===== config.mk =====
export PLATFORM = sky130hd
export DESIGN_NAME = rvg_sqrt
export DESIGN_NICKNAME = d
export VERILOG_FILES = /design/src/rtl/rvg_pkg.sv /design/src/rtl/rvg_sqrt.sv
export SDC_FILE = /design/constraint.sdc
export NUM_CORES = 2
export LEC_CHECK = 0
export ABC_AREA = 0
export BUFFER_PORTS_ARGS = -buffer_cell sky130_fd_sc_hd__buf_4
export CAP_MARGIN = 20
export CORE_ASPECT_RATIO = 1.5
export CORE_MARGIN = 2
export CORE_UTILIZATION = 56
export CTS_CLUSTER_DIAMETER = 100
export DETAILED_ROUTE_END_ITERATION = 10
export PLACE_DENSITY_LB_ADDON = 0.12
export SLEW_MARGIN = 20
export SYNTH_ARGS = -nofsm -noshare
export SYNTH_HDL_FRONTEND = slang
export SYNTH_SLANG_ARGS = --single-unit

===== constraint.sdc =====
create_clock -name clk -period 3.3 [get_ports clk]
set_input_delay 0.66 -clock clk [delete_from_list [all_inputs] [get_ports clk]]
set_output_delay 0.66 -clock clk [all_outputs]
set_load 0.005 [all_outputs]

===== src/rtl/rvg_pkg.sv =====
// Shared constants, payload type and codes for the radial vignetting gain correction unit.
// No dependencies.
`timescale 1ns / 1ps

package rvg_pkg;

  localparam int TABLE_DEPTH = 128;
  localparam int ADDR_W      = $clog2(TABLE_DEPTH);

  localparam int IDX_W   = 7;
  localparam int VAL_W   = 20;
  localparam int COORD_W = 12;
  localparam int CTR_W   = 11;
  localparam int SCALE_W = 17;
  localparam int LEN_W   = 8;
  localparam int CH_W    = 8;
  localparam int CFG_W   = 17;
  localparam int CFG_IDX_W = 2;

  localparam int SQ_W    = 2 * COORD_W;     // square of a 12-bit magnitude
  localparam int SUM_W   = SQ_W + 1;
  localparam int ROOT_W  = 21;              // sqrt of (sum << 16)
  localparam int REM_W   = 2 * ROOT_W;
  localparam int PROD_W  = ROOT_W + 1 + SCALE_W;
  localparam int R_W     = PROD_W - 16;     // radius, 8 fractional bits
  localparam int FRAC_W  = 8;
  localparam int N_W     = R_W - FRAC_W;
  localparam int FAC_W   = VAL_W + FRAC_W + 1;
  localparam int DREM_W  = FAC_W + CH_W;

  localparam logic [FRAC_W:0] WT_ONE = (FRAC_W + 1)'(1 << FRAC_W);
  localparam logic [ROOT_W:0] HALF   = (ROOT_W + 1)'(1 << (FRAC_W - 1));

  typedef enum logic {
    OP_WRITE = 1'b0,
    OP_PIXEL = 1'b1
  } op_t;

  typedef enum logic [CFG_IDX_W-1:0] {
    CFG_CENTER_X = 2'd0,
    CFG_CENTER_Y = 2'd1,
    CFG_SCALE    = 2'd2,
    CFG_LENGTH   = 2'd3
  } cfg_idx_t;

  typedef struct packed {
    op_t              op;
    logic [IDX_W-1:0] idx;
    logic [VAL_W-1:0] value;
    logic [CH_W-1:0]  red;
    logic [CH_W-1:0]  green;
    logic [CH_W-1:0]  blue;
  } item_t;

endpackage


===== src/rtl/rvg_sqrt.sv =====
// Pipelined integer square root of (sum << 16), one root bit per stage.
// Depends on rvg_pkg.
`timescale 1ns / 1ps

module rvg_sqrt
  import rvg_pkg::*;
(
  input  logic              clk,
  input  logic              rst,
  input  logic              ce,
  input  logic              in_valid,
  input  logic [SUM_W-1:0]  in_sum,
  input  item_t             in_item,
  output logic              out_valid,
  output logic [ROOT_W-1:0] out_root,
  output item_t             out_item
);

  logic              v    [ROOT_W+1];
  logic [REM_W-1:0]  rem  [ROOT_W+1];
  logic [ROOT_W-1:0] root [ROOT_W+1];
  item_t             item [ROOT_W+1];

  assign v[0]    = in_valid;
  assign rem[0]  = REM_W'({in_sum, 16'b0});
  assign root[0] = '0;
  assign item[0] = in_item;

  for (genvar k = 1; k <= ROOT_W; k++) begin : g_stage
    localparam int B = ROOT_W - k;
    logic [REM_W-1:0] trial;
    logic             take;

    assign trial = (REM_W'(root[k-1]) << (B + 1)) | (REM_W'(1) << (2 * B));
    assign take  = rem[k-1] >= trial;

    always_ff @(posedge clk) begin
      if (rst) begin
        v[k] <= 1'b0;
      end else if (ce) begin
        v[k] <= v[k-1];
      end
    end

    always_ff @(posedge clk) begin
      if (ce) begin
        item[k] <= item[k-1];
        rem[k]  <= take ? rem[k-1] - trial : rem[k-1];
        root[k] <= take ? (root[k-1] | (ROOT_W'(1) << B)) : root[k-1];
      end
    end
  end

  assign out_valid = v[ROOT_W];
  assign out_root  = root[ROOT_W];
  assign out_item  = item[ROOT_W];

endmodule


# Yosys cells after proc, flatten, opt, wreduce, memory -nomap -nowiden

Index checks and enable logic that the tools add are counted.

Register bits: 2394
Latch bits: 0
Memory bits (writable): 0
ROM bits: 0
Bits of input ports: 81
Output and inout port bits: 74
Logic and storage cells: 271
Memories kept: 0

Add/subtract/negate cells: 20
Multiply operators: 0
Div/mod/pow operators: 0
Order comparisons: 21
Equality and inequality tests: 0
Shift operators: 0
Multiplexer cells: 21
Bitwise operators: 0
Reductions and logical operators: 0

Operators by type and width:

| operator                                                              | number |
|---|---|
| 42-bit two-way mux                                                    | 19 |
| 42-bit by 22-bit greater-or-equal comparator with 1-bit output        | 1 |
| 42-bit by 23-bit greater-or-equal comparator with 1-bit output        | 1 |
| 42-bit by 24-bit greater-or-equal comparator with 1-bit output        | 1 |
| 42-bit by 25-bit greater-or-equal comparator with 1-bit output        | 1 |
| 42-bit by 26-bit greater-or-equal comparator with 1-bit output        | 1 |
| 42-bit by 27-bit greater-or-equal comparator with 1-bit output        | 1 |
| 42-bit by 28-bit greater-or-equal comparator with 1-bit output        | 1 |
| 42-bit by 29-bit greater-or-equal comparator with 1-bit output        | 1 |
| 42-bit by 30-bit greater-or-equal comparator with 1-bit output        | 1 |
| 42-bit by 31-bit greater-or-equal comparator with 1-bit output        | 1 |
| 42-bit by 32-bit greater-or-equal comparator with 1-bit output        | 1 |
| 42-bit by 33-bit greater-or-equal comparator with 1-bit output        | 1 |
| 42-bit by 34-bit greater-or-equal comparator with 1-bit output        | 1 |
| 42-bit by 35-bit greater-or-equal comparator with 1-bit output        | 1 |
| 42-bit by 36-bit greater-or-equal comparator with 1-bit output        | 1 |
| 42-bit by 37-bit greater-or-equal comparator with 1-bit output        | 1 |
| 42-bit by 38-bit greater-or-equal comparator with 1-bit output        | 1 |
| 42-bit by 39-bit greater-or-equal comparator with 1-bit output        | 1 |
| 42-bit by 40-bit greater-or-equal comparator with 1-bit output        | 1 |
| 42-bit by 41-bit greater-or-equal comparator with 1-bit output        | 1 |
| 41-bit by 41-bit subtractor with 42-bit output, second input constant | 1 |
| 42-bit by 23-bit subtractor with 42-bit output                        | 1 |
| 42-bit by 24-bit subtractor with 42-bit output                        | 1 |
| other kinds (20)                                                      | 20 |

# Logic depth before layout (Yosys ltp)

Depth in word-level cells: 2
Mapped depth: 13
Gate-level depth less buffers: 12

# Worst setup path after synthesis

No wires, ideal clock.

Kind: reg2reg
Start: reg rem[176] in the netlist's numbering
End: reg rem[166] in the netlist's numbering (data pin)
Setup time: 0.271 ns
Arrival: 3.199 ns
Data required time: 3.029 ns
Path slack: -0.171 ns
Cell stages (with the launch flop): 12
Path buffers: 1
Period minus slack after synthesis: 3.471 ns
Cell sequence: edfxtp_1 -> ha_1 -> fa_1 -> a211oi_1 -> o21ai_0 -> a211oi_1 -> o21ai_1 -> a2111oi_2 -> or2_0 -> clkbuf_1 -> nor4_1 -> xor2_1

Word-level cells in the longest chain between the ends: 2
Elaborated cells on any way between the ends: 3
Those cells by class: add/sub: 1; order compare: 1; mux: 1

Ends and longest elaborated chain:

| item                                                                                                                             | RTL line                       | source |
|---|---|---|
| start: declaration                                                                                                               | rvg_sqrt.sv:20                 | `logic [REM_W-1:0] rem [ROOT_W+1];` |
| start signal: indexed assignment                                                                                                 | rvg_sqrt.sv:48                 | `rem[k] <= take ? rem[k-1] - trial : rem[k-1];` |
| 42-bit by 25-bit subtractor with 42-bit output or 42-bit by 25-bit greater-or-equal comparator with 1-bit output (tied branches) | rvg_sqrt.sv:48, rvg_sqrt.sv:35 |  |
| 42-bit two-way mux (*)                                                                                                           | rvg_sqrt.sv:48                 |  |

Every way passes the cells marked *; elsewhere a longest branch is shown, timed or not.
A chain may end at the register's enable or synchronous reset.

# Worst setup path after layout

Start: reg rem[578] in the netlist's numbering
End: reg rem[543] in the netlist's numbering (data pin)

Word-level cells in the longest chain between the ends: 2
Elaborated cells on any way between the ends: 3
Those cells by class: add/sub: 1; order compare: 1; mux: 1

Ends and longest elaborated chain:

| item                                                                                                                             | RTL line |
|---|---|
| 42-bit by 34-bit subtractor with 42-bit output or 42-bit by 34-bit greater-or-equal comparator with 1-bit output (tied branches) | rvg_sqrt.sv:48, rvg_sqrt.sv:35 |
| 42-bit two-way mux (*)                                                                                                           | rvg_sqrt.sv:48 |

Marks and branches as above.

==> reports/metrics.yaml <==
status:
  outcome: "completed"
final_layout:
  fin_util_pct: 65.0
  drive_above_1_share_pct: 14.0
  syn_to_final_growth_pct: 15.6
  final_nets: 5484
  postLayoutCellArea_um2: 86500
  nFillCells: 9301
pwr:
  p_clk_share_pct: 34.4
  p_int_mw: 43.2
  combPwrFrac_pct: 11.5
  ir_drop_v: 0.000638
  p_seq_share_pct: 54.1
  pwr_density_cell_nw_per_um2: 653
  leakagePower_nw: 31.7
  switching_power_mw: 13.3
  finalPower_mw: 56.5
  power_switching_share_pct: 23.6
global_routing:
  grt_max_degree: 111
  grt_antenna_before_repair: 1
  grt_usage_pct: 18.1
  gr-total-overflow: 0
  grt_pass1_vias: 39900
  grt_pass1_wl_um: 193000
cts:
  cts_root_buf: "clkbuf_16"
  clk_latency_ns: 0.81
  cts.sinks: 1913
  cts_tree: "done"
  numCtsBuffers: 171
  clk_transition_reported_paths_ns: 0.06
  clk_path_buf_depth: 3
  htree_levels: 4
floorplan:
  fp.dieArea_um2: 137000
  start_util_pct: 56.2
  fp-row-count: 164
  die_x_um: 302
  fp.dieH_um: 452
  coreArea_um2: 133000
  num_io_pins: 155
sta:
  timing.fmax_mhz: 307
  period_share_pct: 98.6
  setup_viol: 0
  hold_viol_final: 0
  skew_ns: 0.0272
  fin_ws_ns: 0.0463
  fin_crit_ns: 3.25
  rsz0062_at_grt: "true"
  tightestPinTransition_ns: 0.959
  slew_headroom_pct: 35.5
  slew_viol_final: 0
synthesis:
  avgSynthCellArea_um2: 16.1
  ys_types: 84
  synth_edf_count: 1892
  yosys_warnings: 0
  synthCells: 4645
  synth-seq-cells: 1913
  synth_top_flop_cell: "edfxtp_1"
  ys_seq_area_share_pct: 76.5
  synthArstFlopShare_pct: 0
  netlist_area_um2: 74800
detailed_routing:
  wirelength_um: 121000
  first_pass_iters: 5
  viasPerCell: 5.39
  drc_errors: 0
  ant_nets: 0
  drt_iter0_drc: 1826
  num_vias: 38000
  wl_per_cell_um: 17.2
worst_setup_path:
  rr_startpoint: "rem[578]"
  crit_slowest_cell: "or3_1"
  critPathCaptureType: "flop"
  start_kind: "flop"
  cp_cell_sequence: "ha_1, nand4_1, nor4_1, nand3_1, o21ai_1, and3b_1, or3_1, nor4b_2, xor2_1"
  cp.arrival_ns: 3.80
  worst_ep_required_time_ns: 3.84
  path_buf_inv: 0
  path_max_fanout: 4
  critPathTopFamily: "simple AND/OR/NAND/NOR gates"
  worstSetupPathType: "reg2reg"
  setup.worst_path.start: "rem[578]"
  cp_slowest_stage_delay_ns: 0.41
place:
  place_congestion: 0.930
  io_buffer_count: 154
  place_area_um2: 79600
  place_ws_ns: -0.381
  dp_hpwl_um: 83600
min_path:
  min_from: "in_item[22]"
  hp-class: "in2reg"
flow_run:
  max_cap_violations: 0
## final timing paths
kind	to	slack, ns	cells after the start
min reg2reg	item[647]	0.40	0
max	rem[543]	0.05	9
max reg2reg	rem[543]	0.05	9
min	item[1062]	0.07	1
## what timing repair did
action                                  4_1_cts  5_1_grt
endpoints found under the setup margin       88      118
buffers inserted                              4       11
pin swaps                                    11       34
hold endpoints to repair                     76        0
hold buffers                                 76        0
gates resized for setup                      32       63
gates cloned                                  0        1
## cell families (layout without fill, tap and decap cells)
group	after synthesis	count (layout)	share of synthesized area, %
mux	50	50	0.716
fa+ha+maj	240	240	4.09
buf+inv	423	1081	2.41
simple gates	1017	1017	6.80
compound gates	672	672	5.60
xor+xnor	329	329	3.85
other cells	1	3	0.00501
flops	1913	1913	76.5
## flip-flops by register name, indices dropped and copies added, names as in the netlist
| signal | cells |
|---|---|
| out_item | 52 |
| v | 20 |
| out_valid | 1 |
| item | 1040 |
| g_stage.trial | 210 |
| rem | 569 |
| out_root | 21 |
## stage by stage
step / std cells / setup TNS (ns) / hold WS (ns)
floorplan: 4646 / 0 / 0.400
global placement: 6641 / -7.69 / 0.400
detailed placement: 6641 / -13.94 / 0.405
CTS: 7035 / 0 / 0.00529
global route: 7048 / -0.930 / 0.0249
finish: 7048 / 0 / 0.0677
## synthesized netlist by cell type, types with 9 or more instances
library cell	number	area share, %
a2111oi_0	9	0.11
a211oi_1	29	0.29
a21o_1	62	0.62
a21oi_1	174	1.2
a31oi_1	16	0.13
and2_1	13	0.11
and3_1	13	0.11
buf_4	53	0.53
clkbuf_1	48	0.24
dfxtp_1	21	0.56
edfxtp_1	1892	76
ha_1	233	3.9
inv_1	306	1.5
mux2_2	23	0.35
mux2i_1	25	0.33
nand2_1	278	1.4
nand2b_1	49	0.41
nand3_1	52	0.35
nand3b_1	9	0.090
nand4_1	33	0.28
nand4b_1	13	0.15
nor2_1	228	1.1
nor2b_1	28	0.23
nor3_1	109	0.73
nor4_1	76	0.64
nor4b_1	11	0.13
o211ai_1	14	0.14
o21a_1	38	0.38
o21ai_0	197	1.3
o21ai_1	12	0.080
o21bai_1	14	0.14
o31ai_1	40	0.40
or2_2	10	0.084
or3_1	39	0.33
or4_1	28	0.28
xnor2_1	147	1.7
xor2_1	182	2.1
## layer usage
| layer | part of all wire (%) | global-route usage, % |
|---|---|---|
| met1 | 32 | 15.7 |
| met2 | 59 | 36.9 |
| met3 | 3.0 | 3.08 |
| met4 | 5.9 | 10.9 |
| met5 | 0 | 0 |
## power groups by stage
stage	clock [mW]	sequential [mW]	combinational, mW
finish	19.4	30.6	6.48
global route	20.9	30.8	7.20
CTS	20.1	30.6	6.37
detailed placement	0	31.1	6.23
global placement	0	31.0	6.06
floorplan	0	30.6	4.13
## layout by cell type, fill, tap and decap left out, types with 51 or more instances in the layout
| cell type | instances |
|---|---|
| inv_1 | 304 |
| a21oi_1 | 170 |
| nor4_1 | 66 |
| nor3_1 | 101 |
| xnor2_1 | 147 |
| xor2_1 | 182 |
| dlygate4sd3_1 | 76 |
| a21o_1 | 62 |
| edfxtp_1 | 1892 |
| o21ai_0 | 191 |
| nand2_1 | 277 |
| clkbuf_16 | 176 |
| ha_1 | 229 |
| nand3_1 | 51 |
| buf_4 | 335 |
| nor2_1 | 228 |
## area by class of cell
type / instances / area [µm²] / area share (%)
well taps: 1743 / 2180 / 2.52
multi-input cells: 2310 / 16200 / 18.8
repair buffers: 457 / 4140 / 4.79
inverters: 310 / 1170 / 1.35
flip-flops and latches: 1913 / 57200 / 66.2
clock inverters: 105 / 1010 / 1.17
clock buffers: 209 / 4530 / 5.24
diodes: 1 / 2.50 / 0.00289
Note: power is estimated with default switching activity, not from simulation.
