--- src/rtl/rvg_ram.sv ---
// Generic single-write, single-read RAM with registered read data.
// No dependencies.
`timescale 1ns / 1ps

module rvg_ram #(
  parameter int WIDTH = 8,
  parameter int DEPTH = 16
) (
  input  logic                     clk,
  input  logic                     we,
  input  logic [$clog2(DEPTH)-1:0] waddr,
  input  logic [WIDTH-1:0]         wdata,
  input  logic                     re,
  input  logic [$clog2(DEPTH)-1:0] raddr,
  output logic [WIDTH-1:0]         rdata
);

  logic [WIDTH-1:0] mem [DEPTH];

  always_ff @(posedge clk) begin
    if (we) begin
      mem[waddr] <= wdata;
    end
    if (re) begin
      rdata <= mem[raddr];
    end
  end

endmodule

--- config.mk ---
export PLATFORM = sky130hd
export DESIGN_NAME = rvg_ram
export DESIGN_NICKNAME = d
export VERILOG_FILES = /design/src/rtl/rvg_ram.sv
export SDC_FILE = /design/constraint.sdc
export NUM_CORES = 1
export LEC_CHECK = 0
export BUFFER_PORTS_ARGS = -buffer_cell sky130_fd_sc_hd__clkbuf_2
export CAP_MARGIN = 20
export CORE_ASPECT_RATIO = 0.5
export CORE_MARGIN = 2
export CORE_UTILIZATION = 52
export CTS_CLUSTER_SIZE = 20
export DETAILED_ROUTE_END_ITERATION = 10
export PLACE_DENSITY_LB_ADDON = 0.05
export SLEW_MARGIN = 20
export SYNTH_ARGS = -nofsm -noshare
export SYNTH_HDL_FRONTEND = slang
export SYNTH_SLANG_ARGS = --single-unit
--- constraint.sdc ---
create_clock -name clk -period 1.6 [get_ports clk]
set_clock_uncertainty 0.05 [all_clocks]
set_input_delay 0.24 -clock clk [delete_from_list [all_inputs] [get_ports clk]]
set_output_delay 0.24 -clock clk [all_outputs]
set_load 0.02 [all_outputs]
Word level (Yosys, flattened, before mapping)

Memory sizes are Yosys's and may differ from the RTL's. A register that Yosys moved wholly into a read port is not among the register bits.
Cells that the tools add are included.

Register bits: 0
RAM bits: 128
Input bits: 19
Output and inout port bits: 8
Word-level logic and storage cells: 3
Memories: 1

Memory list:

| memory | depth | width | read ports | clocked after memory_dff | write ports | RTL line | text |
|---|---|---|---|---|---|---|---|
| mem    | 16    | 8     | 1          | 1                        | 1           | 18       | `logic [WIDTH-1:0] mem [DEPTH];` |

Multiplexer cells: 2

Operators with widths:

| operator          | number |
|---|---|
| 1-bit two-way mux | 2 |

Depth between registers and ports, before layout

Gate-level depths: netlist (run 1).

Depth in word-level cells: 2
Mapped depth: 5

Worst setup path before layout (run 1)

Ideal clock, no wire load.

Path kind: in2reg
Start: in waddr[2]
End: mem mem[0][0], enable pin
Library setup time: 383 ps
Data arrival time: 1350 ps
Data required time: 1167 ps
Slack: -183 ps
Stages: 2
Path buffers: 0
Cell sequence: or3b_2 -> nor3_1

RTL lines:

| what               | RTL line | text |
|---|---|---|
| start: declaration | 11       | `input logic [$clog2(DEPTH)-1:0] waddr,` |
| end: declaration   | 18       |  |

Straight into the memory's write port.

==> results of run 1 <==
==> per-layer routing <==
metal	GRT usage	share of wire
met4	0.0752	0.013
met1	0.297	0.44
met3	0.0545	0.066
met2	0.343	0.48
met5	0	0
==> final cells by class <==
| cell class | count | area, um2 | area share |
|---|---|---|---|
| Clock buffer | 18 | 429 | 0.0671 |
| Tap cell | 135 | 169 | 0.0264 |
| Timing Repair Buffer | 57 | 388 | 0.0607 |
| Clock inverter | 14 | 229 | 0.0358 |
| Sequential cell | 136 | 4080 | 0.639 |
| Multi-Input combinational cell | 83 | 1090 | 0.171 |
==> through the flow <==
step / power, W / std cells / worst slack (ns) / utilization
finish: 0.00874 / 443 / 0.0679 / 0.666
global route: 0.00900 / 443 / 0.00318 / 0.666
CTS: 0.00879 / 443 / 0.00473 / 0.662
detailed placement: 0.00453 / 411 / -0.334 / 0.594
global placement: 0.00451 / 411 / -0.348 / 0.594
floorplan: 0.00433 / 229 / 0.0276 / -
==> placed cells by master, fill, tap and decap left out <==
master | Yosys | final
clkinv_4 | 0 | 1
nand3b_1 | 2 | 2
clkbuf_16 | 0 | 17
nor3_1 | 4 | 3
or3b_2 | 1 | 1
nor2_1 | 13 | 13
a22oi_2 | 0 | 6
nor2b_1 | 1 | 1
and2_1 | 1 | 1
a22oi_1 | 16 | 10
clkbuf_1 | 0 | 1
clkinv_1 | 0 | 2
nor3_2 | 0 | 1
bufinv_16 | 0 | 6
nand2b_1 | 2 | 2
clkbuf_2 | 0 | 26
edfxtp_1 | 136 | 136
buf_12 | 0 | 2
mux4_2 | 18 | 18
clkinvlp_4 | 0 | 3
mux4_1 | 14 | 14
clkinv_2 | 0 | 2
nand3_1 | 1 | 1
buf_4 | 1 | 29
nand2_1 | 9 | 9
and2b_1 | 1 | 1
==> flip-flops by register name, summed over array words and instances (netlist names) <==
signal,count
mem,128
rdata,8
==> repair_timing <==
| item | 4_1_cts | 5_1_grt |
|---|---|---|
| hold buffers | 0 | 0 |
| endpoints found under the setup margin | 0 | 5 |
| gates resized for setup | 0 | 6 |
==> power by group <==
| group | switching [W] | total, W | internal [W] |
|---|---|---|---|
| registers | 0.0000219 | 0.00404 | 0.00402 |
| clock network | 0.00138 | 0.00428 | 0.00290 |
| logic | 0.000246 | 0.000425 | 0.000179 |
==> logic make-up after synthesis <==
logic type             share of synthesized area
AO/OA/AOI/OAI                             0.0230
flip-flops                                 0.781
multiplexers                               0.148
buffers and inverters                     0.0165
AND/OR/NAND/NOR                           0.0314
==> worst max path at each step <==
stage | slack, ns | cells after the start | end
after global routing | 0.003 | 3 | rdata[7]
after floorplan | 0.03 | 5 | rdata[1]
after global placement | -0.35 | 6 | rdata[4]
final | 0.07 | 4 | rdata[0]
after CTS | 0.005 | 3 | rdata[4]
after detailed placement | -0.33 | 6 | rdata[4]
==> qor.txt, run 1 <==
via count - 2506
CTS tree - built
die height - 74.9 um
Sink Count - 136
Rows - 25
top-count cell post-synth - edfxtp_1
area leader, netlist - edfxtp_1
Synthesized Nets - 248
min-delay src - re
Worst-Skew Late Latency - 0.40 ns
area grow syn2layout - 22.3%
worst slew pin tran - 0.981 ns
Nets - 314
Reg2Reg Setup Slack - 0.07 ns
Post-DP Area - 0.00570 mm2
final setup fails - 0
PD cells - 1370 mW/mm2
critical-path cell list - mux4_2, a22oi_2, buf_4, nand2_1
reg-to-reg startpoint - mem[11][0]
n_diodes - 0
CTS max path bufs - 2
ANT nets after route - 0
Fin Setup TNS - 0 ns
RSZ-0062 raised after global routing - false
worst-case vdd ir drop - 0.000892 V
Tmin final - 1.53 ns
worst hold path type - primary input to flop
worst r2r path cells - 4
Async SR Flop Fraction - 0
hold depth - 1
max cap viols - 0
Mapped Avg Cell Area - 22.8 um2
Fill cells - 648
status - complete, no violations
Pleak - 2.20 nW
core area - 0.00960 mm2
largest net degree at the start of global routing - 23
synthesized instance count - 229
PortBufs - 26
Seq/Total Area, Yosys - 0.781
clk slew on worst S/H paths - 0.06 ns
Post-Route WL - 10600 um
Bufs and invs on worst path - 1
share of layout cells above drive strength 1 - 0.364
DRT Pass-1 Iters - 4
R2R Path End - rdata[0]
first-pass GRT wire length - 15600 um
Via-to-Cell Ratio - 5.66
Finished Cell Area - 0.00639 mm2
All-Layer GR Usage - 0.214
Slew HR - 0.345
critical path class - flop to flop
Final Hold Slack - 0.209 ns
Post-Syn Area - 0.00523 mm2
DRT iter0 DRCs - 229
Initial Utilization - 0.544
Post-synth top cells - edfxtp_1, mux4_2, a22oi_1
Die Span X - 146 um
DP HPWL - 6880 um
Hold EP - rdata[2]
slowest cell delay on critical path - 0.49 ns
top post-synthesis cells by area - edfxtp_1, mux4_2, mux4_1
fmax - 0.653 GHz
family with the most delay on the worst path - multiplexers
EDFF count, synth - 136
I/O pin cnt - 27
Num CTS Buffers - 17
htree depth - 4
Die Area - 0.0109 mm2
final hold vios - 0
crit path DAT - 1.64 ns
post-synthesis cell type count - 18
crit path from - mem[11][0]
WL/cell - 24.0 um
critical path launch point type - flop
setup bufs post-CTS - 0
Remaining Overflow, GRT - 0
clock tree root buffer cell - clkbuf_16
crit end category - flop
Critical Path RT - 1.70 ns
Yosys top cell area share - 0.781
ys flop type - edfxtp_1
crit path max fanout - 1
antenna violations before repair - 0
Synth Register Bits - 136
CP max stage cell - mux4_2
Ys Warns - 0
vias in the first global route - 2508
final slew viol count - 0
Tcrit/Tclk final - 0.958
Placer Congestion - 0.746
Residual DRC - 0
No activity file was read; power rests on OpenSTA's default activity.
==> inputs of run 2 (changes only) <==
--- a/config.mk
+++ b/config.mk
@@ -12,7 +12,7 @@
 export CORE_UTILIZATION = 52
 export CTS_CLUSTER_SIZE = 20
 export DETAILED_ROUTE_END_ITERATION = 10
-export PLACE_DENSITY_LB_ADDON = 0.05
+export PLACE_DENSITY = 0.73
 export SLEW_MARGIN = 20
 export SYNTH_ARGS = -nofsm -noshare
 export SYNTH_HDL_FRONTEND = slang
==> run 2 against run 1 <==
  * Fmax fell by 2.0%
  * Via count up 5.3%
  * First-iteration DRC count is 23% higher
  * Final area down 0.49%
  * Critical path depth shrank 1
  * Clock power decreased by 12%
  * Die area is the same
  * Critical endpoint is now rdata[3]
==> qor.txt, run 2 (synthesis gave the netlist of run 1 again) <==
Tcrit/Tclk final - 0.977 (was 0.958)
Sink Count - 136 (unchanged)
Final Hold Slack - 0.155 ns (was 0.209 ns)
register area - 0.00408 mm2 (unchanged)
Initial Utilization - 0.544 (unchanged)
Fill cells - 599 (was 648)
final setup fails - 0 (unchanged)
multi-input logic area - 0.00109 mm2 (unchanged)
RSZ-0062 raised after global routing - true (was false)
n_diodes - 0 (unchanged)
CTS tree - built (unchanged)
crit path max fanout - 1 (unchanged)
core area - 0.00960 mm2 (unchanged)
Residual DRC - 0 (unchanged)
Die Span X - 146 um (unchanged)
htree depth - 4 (unchanged)
worst slew pin tran - 0.760 ns (was 0.981 ns)
ANT nets after route - 0 (unchanged)
crit end category - flop (unchanged)
critical path launch point type - flop (unchanged)
max cap viols - 0 (unchanged)
fmax - 0.640 GHz (was 0.653 GHz)
critical path class - flop to flop (unchanged)
setup bufs post-CTS - 0 (unchanged)
Via-to-Cell Ratio - 5.88 (was 5.66)
Post-Route WL - 10800 um (was 10600 um)
DRT iter0 DRCs - 281 (was 229)
share of layout cells above drive strength 1 - 0.376 (was 0.364)
antenna violations before repair - 0 (unchanged)
Worst-Skew Late Latency - 0.41 ns (was 0.40 ns)
worst hold path type - primary input to flop (unchanged)
Nets - 320 (was 314)
first-pass GRT wire length - 16200 um (was 15600 um)
Critical Path RT - 1.70 ns (about the same)
worst r2r path cells - 3 (was 4)
die height - 74.9 um (unchanged)
DP HPWL - 6530 um (was 6880 um)
Reg with most FFs - mem (unchanged)
most frequent cells in the layout - edfxtp_1, buf_4, clkbuf_2 (unchanged)
CTS max path bufs - 2 (unchanged)
Die Area - 0.0109 mm2 (unchanged)
via count - 2639 (was 2506)
PD cells - 1300 mW/mm2 (was 1370 mW/mm2)
Remaining Overflow, GRT - 0 (unchanged)
final hold vios - 0 (unchanged)
Tmin final - 1.56 ns (was 1.53 ns)
max FFs per register - 128 (unchanged)
Slew HR - 0.493 (was 0.345)
Rows - 25 (unchanged)
PortBufs - 26 (unchanged)
DRT Pass-1 Iters - 5 (was 4)
vias in the first global route - 2698 (was 2508)
largest net degree at the start of global routing - 21 (was 23)
hold depth - 1 (unchanged)
status - complete, no violations (unchanged)
Pleak - 2.19 nW (was 2.20 nW)
clock tree root buffer cell - clkbuf_16 (unchanged)
All-Layer GR Usage - 0.216 (was 0.214)
Placer Congestion - 0.778 (was 0.746)
WL/cell - 24.1 um (was 24.0 um)
Fin Setup TNS - 0 ns (unchanged)
final slew viol count - 0 (unchanged)
Largest regs - mem (128), rdata (8) (unchanged)
crit path DAT - 1.67 ns (was 1.64 ns)
commonest non-fill, non-tap cell in the layout - edfxtp_1 (unchanged)
I/O pin cnt - 27 (unchanged)
clk slew on worst S/H paths - 0.05 ns (was 0.06 ns)
area grow syn2layout - 21.7% (was 22.3%)
Num CTS Buffers - 17 (unchanged)
worst-case vdd ir drop - 0.000789 V (was 0.000892 V)
==> run 2: where the power goes <==
group          leakage (nW)  switching (W)  total [W]  internal [W]
Combinational         0.674       0.000256   0.000452      0.000196
Clock                 0.277        0.00137    0.00378       0.00241
Sequential             1.24      0.0000223    0.00404       0.00402
==> run 2: through the flow <==
stage | std cells | power [W] | util | worst slack (ns) | area, um2
after detailed placement | 417 | 0.00454 | 0.600 | -0.306 | 5760
after global routing | 449 | 0.00849 | 0.662 | 0.000330 | 6360
after global placement | 417 | 0.00452 | 0.600 | -0.293 | 5760
after CTS | 449 | 0.00831 | 0.660 | 0.0167 | 6340
after floorplan | 229 | 0.00433 | - | 0.0276 | 5230
final | 449 | 0.00827 | 0.662 | 0.0374 | 6360
==> run 2: area by class of cell <==
| cell class | instances | share of cell area |
|---|---|---|
| clock buffers | 20 | 0.0687 |
| clock inverters | 12 | 0.0209 |
| multi-input cells | 83 | 0.172 |
| flip-flops and latches | 136 | 0.642 |
| well taps | 135 | 0.0266 |
| repair buffers | 63 | 0.0700 |
==> run 2: layer usage <==
metal	up-vias	GRT usage	wire, um
met5	-	0	0
met4	0	0.0959	223
met3	17	0.0539	843
met2	157	0.347	5160
met1	1328	0.293	4580
li1	1137	-	-
==> run 2: final timing paths <==
path,end,startpoint,slack [ns]
max reg2reg,rdata[3],mem[1][3],0.04
min reg2reg,rdata[6],mem[14][6],0.71
min,rdata[4],re,0.16
max,rdata[3],mem[1][3],0.04
==> run 2: repair_timing <==
item,CTS,global route
endpoints found under the setup margin,3,6
pin swaps,0,2
hold buffers,0,0
hold endpoints to repair,0,0
resized for setup,4,6
gates cloned,0,0
==> run 2: worst max-delay path, cell delays in order (launching register included) <==
cell      delay, ns
edfxtp_1       0.39
mux4_1         0.55
a22oi_2        0.23
nand2_1        0.09
==> inputs of run 3 (changes only) <==
--- a/config.mk
+++ b/config.mk
@@ -5,6 +5,7 @@
 export SDC_FILE = /design/constraint.sdc
 export NUM_CORES = 1
 export LEC_CHECK = 0
+export ABC_AREA = 1
 export BUFFER_PORTS_ARGS = -buffer_cell sky130_fd_sc_hd__clkbuf_2
 export CAP_MARGIN = 20
 export CORE_ASPECT_RATIO = 0.5
==> run 3 against run 2 <==
  * Register-to-register slack better by 0.35 ns
  * Total power down 0.31%
  * Core utilization down 4.3 points
  * Wire length up 22%
  * Area after synthesis up 12%
  * Die area up 11%
  * First-iteration DRC count up 67%
  * Combinational power up 16%
  * Largest cell class unchanged
  * Highest routed layer unchanged
==> qor.txt, run 3 <==
fmax - 0.760 GHz (was 0.640 GHz)
post-synthesis cell type count - 11 (was 18)
commonest non-fill, non-tap cell in the layout - nand2_1 (was edfxtp_1)
Initial Utilization - 0.533 (was 0.544)
Yosys top cell area share - 0.698 (was 0.781)
Bufs and invs on worst path - 1 (was 0)
area grow syn2layout - 16.3% (was 21.7%)
RSZ-0062 raised after global routing - false (was true)
All-Layer GR Usage - 0.233 (was 0.216)
DP HPWL - 8040 um (was 6530 um)
Largest regs - mem (128), rdata (8) (unchanged)
final hold vios - 0 (unchanged)
CTS tree - built (unchanged)
Sw Ratio - 0.219 (was 0.199)
Ys Warns - 0 (unchanged)
first-pass GRT wire length - 20400 um (was 16200 um)
CTS max path bufs - 2 (unchanged)
EDFF count, synth - 136 (unchanged)
Worst-Skew Late Latency - 0.42 ns (was 0.41 ns)
combinational share of power - 0.064 (was 0.055)
synthesized instance count - 551 (was 229)
die height - 79.0 um (was 74.9 um)
htree depth - 4 (unchanged)
Flop pwr share - 0.490 (was 0.488)
worst hold path type - primary input to flop (unchanged)
Rows - 27 (was 25)
Async SR Flop Fraction - 0 (unchanged)
family with the most delay on the worst path - flip-flops (was multiplexers)
Pleak - 2.95 nW (was 2.19 nW)
hold_buf cts - 0 (unchanged)
WL/cell - 17.4 um (was 24.1 um)
Fill cells - 799 (was 599)
PostCTS Resize Cnt - 0 (was 4)
setup bufs post-CTS - 0 (unchanged)
Synth Register Bits - 136 (unchanged)
Clock power frac - 0.446 (was 0.457)
largest net degree at the start of global routing - 37 (was 21)
crit path DAT - 1.02 ns (was 1.67 ns)
dpl cells - 724 (was 417)
critical path class - flop to primary output (was flop to flop)
Mapped Avg Cell Area - 10.6 um2 (was 22.8 um2)
Remaining Overflow, GRT - 0 (unchanged)
DRT iter0 DRCs - 468 (was 281)
via count - 3939 (was 2639)
Seq/Total Area, Yosys - 0.698 (was 0.781)
Residual DRC - 0 (unchanged)
top-count cell post-synth - nand2_1 (was edfxtp_1)
most frequent cells in the layout - nand2_1, edfxtp_1, inv_1 (was edfxtp_1, buf_4, clkbuf_2)
Die Area - 0.0122 mm2 (was 0.0109 mm2)
crit end category - primary output (was flop)
final slew viol count - 0 (unchanged)
Fin Setup TNS - 0 ns (unchanged)
status - complete, no violations (unchanged)
Placer Congestion - 0.845 (was 0.778)
Tmin final - 1.31 ns (was 1.56 ns)
Tcrit/Tclk final - 0.822 (was 0.977)
Sink Count - 136 (unchanged)
PD cells - 1210 mW/mm2 (was 1300 mW/mm2)
DRT Pass-1 Iters - 6 (was 5)
core area - 0.0110 mm2 (was 0.00960 mm2)
Post-synth top cells - nand2_1, edfxtp_1, inv_1 (was edfxtp_1, mux4_2, a22oi_1)
Post-Syn Area - 0.00585 mm2 (was 0.00523 mm2)
top post-synthesis cells by area - edfxtp_1, nand2_1, nand3_1 (was edfxtp_1, mux4_2, mux4_1)
critical path launch point type - flop (unchanged)
final setup fails - 0 (unchanged)
worst-case vdd ir drop - 0.000783 V (was 0.000789 V)
vias in the first global route - 3771 (was 2698)
max FFs per register - 128 (unchanged)
Reg with most FFs - mem (unchanged)
crit path max fanout - 1 (unchanged)
Synthesized Nets - 570 (was 248)
PortBufs - 26 (unchanged)
clk slew on worst S/H paths - 0.06 ns (was 0.05 ns)
n_diodes - 0 (unchanged)
Die Span X - 154 um (was 146 um)
antenna violations before repair - 0 (unchanged)
slowest cell delay on critical path - 0.42 ns (was 0.55 ns)
I/O pin cnt - 27 (unchanged)
max cap viols - 0 (unchanged)
area leader, netlist - edfxtp_1 (unchanged)
Nets - 617 (was 320)
Num CTS Buffers - 17 (unchanged)
Slew HR - 0.563 (was 0.493)
critical-path cell list - clkbuf_2 (was mux4_1, a22oi_2, nand2_1)
Via-to-Cell Ratio - 5.21 (was 5.88)
Critical Path RT - 1.31 ns (was 1.70 ns)
Non-Filler Instances - 756 (was 449)
ys flop type - edfxtp_1 (unchanged)
ANT nets after route - 0 (unchanged)
switching power - 0.00181 W (was 0.00164 W)
Post-Route WL - 13200 um (was 10800 um)
worst slew pin tran - 0.655 ns (was 0.760 ns)
share of layout cells above drive strength 1 - 0.134 (was 0.376)
clock tree root buffer cell - clkbuf_16 (unchanged)
CP max stage cell - edfxtp_1 (was mux4_1)
Power Internal - 0.00644 W (was 0.00663 W)
## run 3: changes by cell type after synthesis, moves of 4 or more
cell	previous run	this run
inv_1	0	100
nor2_1	13	17
buf_2	3	13
nand2_1	9	173
nand3_1	1	97
mux4_2	18	0
mux4_1	14	0
a22oi_1	16	0
nor3_1	4	0
## run 3: layer usage
layer,global-route usage,part of all wire,vias to the layer above
met2,0.369,0.47,167
met3,0.0644,0.082,21
met4,0.0869,0.019,0
li1,-,-,1877
met5,0,0,-
met1,0.314,0.43,1874
## run 3: metrics by stage
step                      area [um2]  utilization  total power (W)  setup WS, ns  hold slack, ns
after floorplan                 5850            -          0.00441         0.359           0.289
after global placement          6240        0.568          0.00462        0.0400           0.629
after detailed placement        6240        0.568          0.00463        0.0470           0.633
after CTS                       6800        0.619          0.00829         0.271           0.192
after global routing            6800        0.619          0.00849         0.258           0.191
final                           6800        0.619          0.00825         0.285           0.215
## run 3: final timing paths
kind	slack, ns	startpoint	end	cells past startpoint
max	0.29	rdata[1]	rdata[1]	1
max reg2reg	0.39	mem[5][4]	rdata[4]	6
min	0.22	re	rdata[2]	1
min reg2reg	0.70	mem[10][0]	rdata[0]	6
## run 3: final cells by class
type / count / area (um2) / share of cell area
clock buffers: 18 / 429 / 0.0631
clock inverters: 14 / 134 / 0.0197
inverters: 102 / 383 / 0.0563
multi-input cells: 289 / 1210 / 0.178
flip-flops and latches: 136 / 4080 / 0.601
well taps: 145 / 181 / 0.0267
repair buffers: 52 / 375 / 0.0552
## run 3: power groups by stage
stage               Sequential (W)  Combinational (W)  Clock (W)
floorplan                  0.00413           0.000281          0
global placement           0.00411           0.000505          0
detailed placement         0.00411           0.000512          0
CTS                        0.00404           0.000519    0.00373
global route               0.00405           0.000572    0.00387
finish                     0.00404           0.000524    0.00368
## run 3: logic make-up after synthesis
group | share of synthesized area
DFF | 0.698
buffers and inverters | 0.0939
and+or+nand+nor | 0.208
